### config.mk
export PLATFORM = sky130hd
export DESIGN_NAME = mpidl_mulmod
export DESIGN_NICKNAME = d
export VERILOG_FILES = /design/src/modular_power_inverse_discrete_log_core_assert.svh /design/src/mpidl_pkg.sv /design/src/mpidl_mulmod.sv
export SDC_FILE = /design/constraint.sdc
export NUM_CORES = 1
export LEC_CHECK = 0
export BUFFER_PORTS_ARGS = -buffer_cell sky130_fd_sc_hd__buf_2
export CAP_MARGIN = 0
export CORE_ASPECT_RATIO = 1.75
export CORE_MARGIN = 2
export CORE_UTILIZATION = 64
export DETAILED_ROUTE_END_ITERATION = 8
export HOLD_SLACK_MARGIN = 0.05
export PLACE_DENSITY = 0.84
export RECOVER_POWER = 25
export SYNTH_ARGS = -nofsm -noshare
export SYNTH_HDL_FRONTEND = slang
export SYNTH_SLANG_ARGS = --single-unit
export TNS_END_PERCENT = 30
### constraint.sdc
create_clock -name clk -period 20 [get_ports clk]
set_clock_uncertainty 0.2 [all_clocks]
set_input_delay 4 -clock clk [delete_from_list [all_inputs] [get_ports clk]]
set_output_delay 4 -clock clk [all_outputs]
set_load 0.01 [all_outputs]
### src/modular_power_inverse_discrete_log_core_assert.svh
// ----------------------------------------------------------------------------
// Assertion macros for the modular power / inverse / discrete log core
// Concurrent checks sampled on clk, disabled during rst.
// ----------------------------------------------------------------------------
`ifndef MODULAR_POWER_INVERSE_DISCRETE_LOG_CORE_ASSERT_SVH
`define MODULAR_POWER_INVERSE_DISCRETE_LOG_CORE_ASSERT_SVH

// same-cycle implication
`define MPIDL_ASSERT_IMPLIES(label, ante, cons, msg) \
  label: assert property (@(posedge clk) disable iff (rst) (ante) |-> (cons)) else $error(msg);

// next-cycle implication
`define MPIDL_ASSERT_NEXT(label, ante, cons, msg) \
  label: assert property (@(posedge clk) disable iff (rst) (ante) |=> (cons)) else $error(msg);

`endif

### src/mpidl_pkg.sv
// ----------------------------------------------------------------------------
// mpidl_pkg
// Shared widths, mode codes and table request and response types.
// ----------------------------------------------------------------------------
package mpidl_pkg;

  localparam int VAL_W  = 31;
  localparam int IDX_W  = 16;
  localparam int ROOT_W = 16;

  localparam logic [1:0] MODE_POW = 2'd1;
  localparam logic [1:0] MODE_DIV = 2'd2;

  typedef enum logic [1:0] {
    TBL_CLEAR,
    TBL_PUT,
    TBL_GET
  } tbl_op_t;

  typedef struct packed {
    logic    start;
    tbl_op_t op;
  } tbl_req_t;

  typedef struct packed {
    logic done;
    logic found;
  } tbl_rsp_t;

endpackage

### src/mpidl_mulmod.sv
// ----------------------------------------------------------------------------
// mpidl_mulmod
// Bit-serial modular multiplier: result = a * b mod p, one bit of a per cycle.
// b must be below p; a may be any value.
// ----------------------------------------------------------------------------
module mpidl_mulmod import mpidl_pkg::*; (
  input  logic             clk,
  input  logic             rst,
  input  logic             start,
  input  logic [VAL_W-1:0] a,
  input  logic [VAL_W-1:0] b,
  input  logic [VAL_W-1:0] p,
  output logic             done,
  output logic [VAL_W-1:0] result
);

  logic             busy;
  logic [4:0]       cnt;
  logic [VAL_W-1:0] sh;
  logic [VAL_W-1:0] acc;
  logic [VAL_W:0]   dbl;
  logic [VAL_W:0]   dbl_r;
  logic [VAL_W:0]   sum;
  logic [VAL_W:0]   sum_r;

  always_comb begin
    dbl   = {acc, 1'b0};
    dbl_r = (dbl >= {1'b0, p}) ? dbl - {1'b0, p} : dbl;
    sum   = {1'b0, dbl_r[VAL_W-1:0]} + (sh[VAL_W-1] ? {1'b0, b} : '0);
    sum_r = (sum >= {1'b0, p}) ? sum - {1'b0, p} : sum;
  end

  assign result = acc;

  always_ff @(posedge clk) begin
    if (rst) begin
      busy <= 1'b0;
      done <= 1'b0;
    end else begin
      done <= 1'b0;
      if (start) begin
        busy <= 1'b1;
        acc  <= '0;
        sh   <= a;
        cnt  <= 5'(VAL_W - 1);
      end else if (busy) begin
        acc <= sum_r[VAL_W-1:0];
        sh  <= sh << 1;
        if (cnt == '0) begin
          busy <= 1'b0;
          done <= 1'b1;
        end else begin
          cnt <= cnt - 5'd1;
        end
      end
    end
  end

endmodule

==> results of run 1 <==
==> metrics by stage <==
| stage | std cells | cell area [µm²] | utilization, % | hold slack (ns) |
|---|---|---|---|---|
| after floorplan | 1046 | 8612 | - | 0.2635 |
| after global placement | 1314 | 9326 | 70.43 | 0.2694 |
| after detailed placement | 1314 | 9326 | 70.43 | 0.2942 |
| after CTS | 1330 | 9589 | 72.41 | 0.2999 |
| after global routing | 1330 | 9552 | 72.13 | 0.3089 |
| final | 1330 | 9552 | 72.13 | 0.3003 |
==> state kept, by name (all words and copies together) (netlist names) <==
| name | count |
|---|---|
| sh | 31 |
| cnt | 5 |
| done | 1 |
| result | 31 |
| busy | 1 |
==> worst max path at each step <==
stage                     cells past startpoint                       end  slack, ns
after floorplan                              31  result[24]$_SDFFCE_PP0P_       9.50
after global placement                       27  result[30]$_SDFFCE_PP0P_       7.66
after detailed placement                     28  result[15]$_SDFFCE_PP0P_       7.54
after CTS                                    28  result[15]$_SDFFCE_PP0P_       7.83
after global routing                         28  result[15]$_SDFFCE_PP0P_       6.96
final                                        28  result[15]$_SDFFCE_PP0P_       7.57
==> critical path, delay by kind of cell <==
kind,cells,cell delay (ns)
simple gates,9,3.43
compound gates,13,3.21
fa+ha+maj,3,1.06
mux,1,0.42
buf+inv,2,0.13
==> final cells by class <==
cell class	count	area share, %
clock buffers	11	2.436
clock inverters	5	0.3144
inverters	60	2.358
multi-input cells	880	64.55
flip-flops and latches	69	21.48
well taps	174	2.279
repair buffers	131	6.576
==> layout by cell type (no fill, tap or decap), drive strengths merged, types with 28 or more instances in the layout <==
master  instances
clkbuf         39
and2           38
nor2           50
nand3          34
xnor2          41
ha             94
inv            60
mux2           31
xor2           28
nand2         116
edfxtp         67
buf           103
a21oi         102
o21ai          63
a21o           39
==> metal layers <==
metal | up-vias | part of all wire, % | wire (µm)
met5 | - | 0 | 0
met4 | 0 | 11 | 3096
met3 | 167 | 5.4 | 1512
met2 | 414 | 51 | 14180
met1 | 3896 | 33 | 9126
li1 | 4115 | - | -
==> logic make-up (layout without fill, tap and decap cells) <==
logic type | count (synthesis) | count (layout) | share of synthesized area (%)
multiplexers | 31 | 31 | 4.053
AO/OA/AOI/OAI | 343 | 343 | 26.49
XOR/XNOR | 69 | 69 | 7.017
flip-flops | 69 | 69 | 23.83
AND/OR/NAND/NOR | 340 | 340 | 19.58
buffers and inverters | 97 | 207 | 4.678
adder cells (fa/ha/maj) | 97 | 97 | 14.35
==> flow_metrics.tcl, run 1 <==
set metrics [dict create \
    run_status "complete, but fails checks" \
    failed_checks "capacitance limit, slew limit" \
    met2_usage_pct 69.47 \
    start_kind "input port" \
    yosys-top-cells-area "edfxtp_1 (23%), ha_1 (14%), a21oi_1 (5.8%)" \
    synth_edf_count 67 \
    finalHoldViolations 0 \
    critical_path.max_stage_delay_ns 0.89 \
    cp.arrival_ns 12.25 \
    dpl_worst_slack_ns 7.544 \
    endpoint_kind "flop" \
    start_util_pct 65.03 \
    worst_slew_pin_slew_ns 3.118 \
    post-route-min-period_ns 12.43 \
    r2r_end "result[15]$_SDFFCE_PP0P_" \
    ios 128 \
    grt_max_degree 65 \
    die_h_um 157.5 \
    min_from "busy$_SDFF_PP0_" \
    htreeDepth 3 \
    rsz0062_at_grt "false" \
    ff_latch_area_um2 2052 \
    tns_ns 0 \
    timing.final.crit_share_pct 62.15 \
    hold_path_depth 1 \
    area_delta_synth_final_pct 10.91 \
    cp-startpoint "p[7]" \
    met1_usage_pct 34.41 \
    clk_path_buf_depth 2 \
    reg2reg_slack_ns 10.91 \
    crit_top_cell "ha_1" \
    synth.avg_cell_area_um2 8.233 \
    fillers 1150 \
    row_count 56 \
    post_drt_via_cell_ratio 6.460 \
    grt.met3_usage_pct 7.372 \
    wl_per_cell_um 20.99 \
    clock_insertion_delay_worst_skew_ns 0.33 \
    syn-instance-count 1046 \
    synth_flop_cell "edfxtp_1" \
    synth_commonest_cells "nand2_1 (116), a21oi_1 (99), ha_1 (94), edfxtp_1 (67)" \
    critPathSlowestCell "nand3_1" \
    synth_area_um2 8612 \
    yosysSeqAreaShare_pct 23.83 \
    cts_resized 0 \
    vias 8592 \
    core_area_um2 13240 \
    overflow 0 \
    antenna_found_initial 0 \
    fin_nets 1344 \
    drt_iter0_markers 513 \
    worst-path-max-fanout 30 \
    setup_violations 0 \
    gr-usage-all-layers_pct 38.05 \
    yosysTopAreaCell "edfxtp_1" \
    cts_tree "done" \
    wirelength_mm 27.92 \
    diodes 0 \
    r2r_start "result[6]$_SDFFCE_PP0P_" \
    slew_headroom_pct -107.9 \
    synth-seq-cells 69 \
    timing.final.ws_setup_ns 7.571 \
    yosysUniqueCellTypes 72 \
    worst_hold_path.endpoint "done$_SDFF_PP0_" \
    synth_fp_nets 1239 \
    cap_violations 1 \
    critPathRequiredTime_ns 19.82 \
    top_usage_layer "met2" \
    dpl.hpwl_mm 22.18 \
    die_x_um 91.69 \
    grt_pass1_vias 8528 \
    hold_class "flop to flop" \
    max_freq_mhz 80.46 \
    slew_violations 65 \
    ant_nets 0 \
    cts_buffers 9 \
    io_buffers 127 \
    synthArstFlopShare_pct 0 \
    globalplace.congestion 1.005 \
    hold_buffers 0 \
    clkTransAtPathRegs_ns 0.06 \
    synth_top_cell_area_share_pct 23.36 \
    drt_drc_violations_left 0 \
    rr_worst_depth 26 \
    cts_num_sinks 69 \
    multi_input_comb_area_um2 6166 \
    dieArea_um2 14440 \
    critical_path_class "input port to flop" \
    drtPass1Iterations 8 \
    root_buffer "clkbuf_16" \
    grt_pass1_wl_mm 42.61 \
    drive_gt1_share_pct 14.36 \
    postCtsSetupRepairBufs 0 \
    synth_warnings 0 \
    synth.most_common_cell "nand2_1" \
]
Power of run 1 is left out: the tool's default activity adds up to more than one toggle a clock period on the data nets, which glitch-free logic cannot reach.
==> run 2, diff against run 1 <==
Settings changed: ABC_AREA set to 1, CORE_UTILIZATION 64 to 55, PLACE_DENSITY 0.84 to 0.75.
Clock period 20 ns to 10.4 ns, I/O delays scaled along.
==> flow_metrics.tcl, run 2 <==
set metrics [dict create \
    synth_flop_cell "edfxtp_1" \
    dpl_worst_slack_ns 1.553 \
    grt_max_degree 63 \
    core_area_um2 17970 \
    finalNonFillerCells 2046 \
    yosysUniqueCellTypes 46 \
    row_count 65 \
    rr_worst_depth 30 \
    r2r_start "result[0]$_SDFFCE_PP0P_" \
    endpoint_kind "flop" \
    synth.most_common_cell "nand2_1" \
    dp_cells 2030 \
    drtPass1Iterations 6 \
    synthArstFlopShare_pct 0 \
    critical_path_class "input port to flop" \
    slew_violations 102 \
    crit_top_cell "nand2_1" \
    cts_resized 0 \
    worst_slew_pin_slew_ns 2.491 \
    slew_headroom_pct -66.05 \
    yosysTopAreaCell "nand2_1" \
    area_delta_synth_final_pct 10.68 \
    antenna_found_initial 0 \
    yosys-top-cells-area "nand2_1 (24%), edfxtp_1 (20%), ha_1 (12%)" \
    cts_tree "done" \
    critical_path.max_stage_delay_ns 0.55 \
    syn-instance-count 1691 \
    gr-usage-all-layers_pct 35.48 \
    setup_violations 0 \
    timing.final.ws_setup_ns 1.708 \
    tns_ns 0 \
    clkTransAtPathRegs_ns 0.06 \
    final_util_pct 61.85 \
    finalHoldViolations 0 \
    postCtsSetupRepairBufs 0 \
    clock_insertion_delay_worst_skew_ns 0.33 \
    grt_pass1_vias 10954 \
    drt_drc_violations_left 0 \
    io_buffers 127 \
    wirelength_mm 34.14 \
    synth.avg_cell_area_um2 5.940 \
    synth_area_um2 10040 \
    globalplace.congestion 1.017 \
    hold_buffers 0 \
    cap_violations 2 \
    worst_hold_path.endpoint "done$_SDFF_PP0_" \
    worst-path-max-fanout 43 \
    synth_warnings 0 \
    wl_per_cell_um 16.69 \
    rsz0062_at_grt "false" \
    run_status "complete, but fails checks" \
    drt_iter0_markers 675 \
    drive_gt1_share_pct 8.223 \
    layout_common_cells "nand2_1 (637), inv_1 (267), nor2_1 (157)" \
    synth_commonest_cells "nand2_1 (637), inv_1 (267), nor2_1 (157), a21oi_1 (114), nand3_1 (103)" \
    synth_top_cell_area_share_pct 23.80 \
    yosysSeqAreaShare_pct 20.43 \
    synth-seq-cells 69 \
    diodes 0 \
    critPathRequiredTime_ns 10.28 \
    max_freq_mhz 115.1 \
    reg2reg_slack_ns 3.22 \
    synth_fp_nets 1884 \
    min_from "busy$_SDFF_PP0_" \
    overflow 0 \
    dieArea_um2 19400 \
    synth_edf_count 67 \
    start_kind "input port" \
    timing.final.crit_share_pct 83.57 \
    fin_nets 2000 \
    fillers 1839 \
    grt_pass1_wl_mm 53.23 \
    hold_class "flop to flop" \
    hold_path_depth 2 \
    root_buffer "clkbuf_16" \
    clk_path_buf_depth 2 \
    vias 11047 \
    post_drt_via_cell_ratio 5.399 \
    die_x_um 106.2 \
    htreeDepth 3 \
    cp.arrival_ns 8.57 \
    failed_checks "capacitance limit, slew limit" \
    die_h_um 182.8 \
    ios 128 \
    critPathSlowestCell "inv_2" \
    start_util_pct 55.89 \
    post-route-min-period_ns 8.692 \
    cts_buffers 9 \
    final_common_cell "nand2_1" \
    ant_nets 0 \
    r2r_end "result[22]$_SDFFCE_PP0P_" \
    dpl.hpwl_mm 28.90 \
    cts_num_sinks 69 \
]
-- run 2: area by class of cell --
cell class                 instances  area, µm²  share of cell area (%)
sequential                        69       2052                   18.46
inverter                         274       1028                   9.252
clock buffer                      10      229.0                   2.060
multi-input combinational       1323       6817                   61.32
clock inverter                     6      87.58                  0.7878
tap                              234      292.8                   2.634
timing repair buffer             130      610.6                   5.492
-- run 2: through the flow --
stage / cell area, µm² / hold WS (ns)
after floorplan: 10040 / 0.2203
after global placement: 10850 / 0.2903
after detailed placement: 10850 / 0.3006
after CTS: 11160 / 0.3111
after global routing: 11120 / 0.3435
final: 11120 / 0.3104
-- run 2: worst max path at each step --
stage / from / to
after global routing: p[0] / result[8]$_SDFFCE_PP0P_
after CTS: p[0] / result[22]$_SDFFCE_PP0P_
after detailed placement: p[0] / result[22]$_SDFFCE_PP0P_
after floorplan: p[0] / result[21]$_SDFFCE_PP0P_
after global placement: p[0] / result[22]$_SDFFCE_PP0P_
final: p[0] / result[22]$_SDFFCE_PP0P_
-- run 2: cells by family after synthesis --
kind of cell,count (synthesis),synth area share [%]
AO/OA/AOI/OAI,208,11.32
XOR/XNOR,52,4.534
adder cells (fa/ha/maj),97,12.31
buffers and inverters,299,11.82
flip-flops,69,20.43
AND/OR/NAND/NOR,966,39.59
-- run 2: critical path, delay by kind of cell --
kind	cells	cell delay, ns
xor gates and xnor gates	1	0.29
buffers and inverters	6	1.00
adders and majority gates	3	1.20
and+or+nand+nor	17	2.95
AOI/OAI and AO/OA	5	1.01
-- run 2: per-layer routing --
layer	vias to the layer above	part of all wire, %	GRT usage [%]
li1	5612	-	-
met1	4908	37	37.44
met2	398	50	65.00
met3	129	4.9	2.594
met4	0	8.2	26.05
met5	-	0	0
Power of run 2 is left out for the same reason.
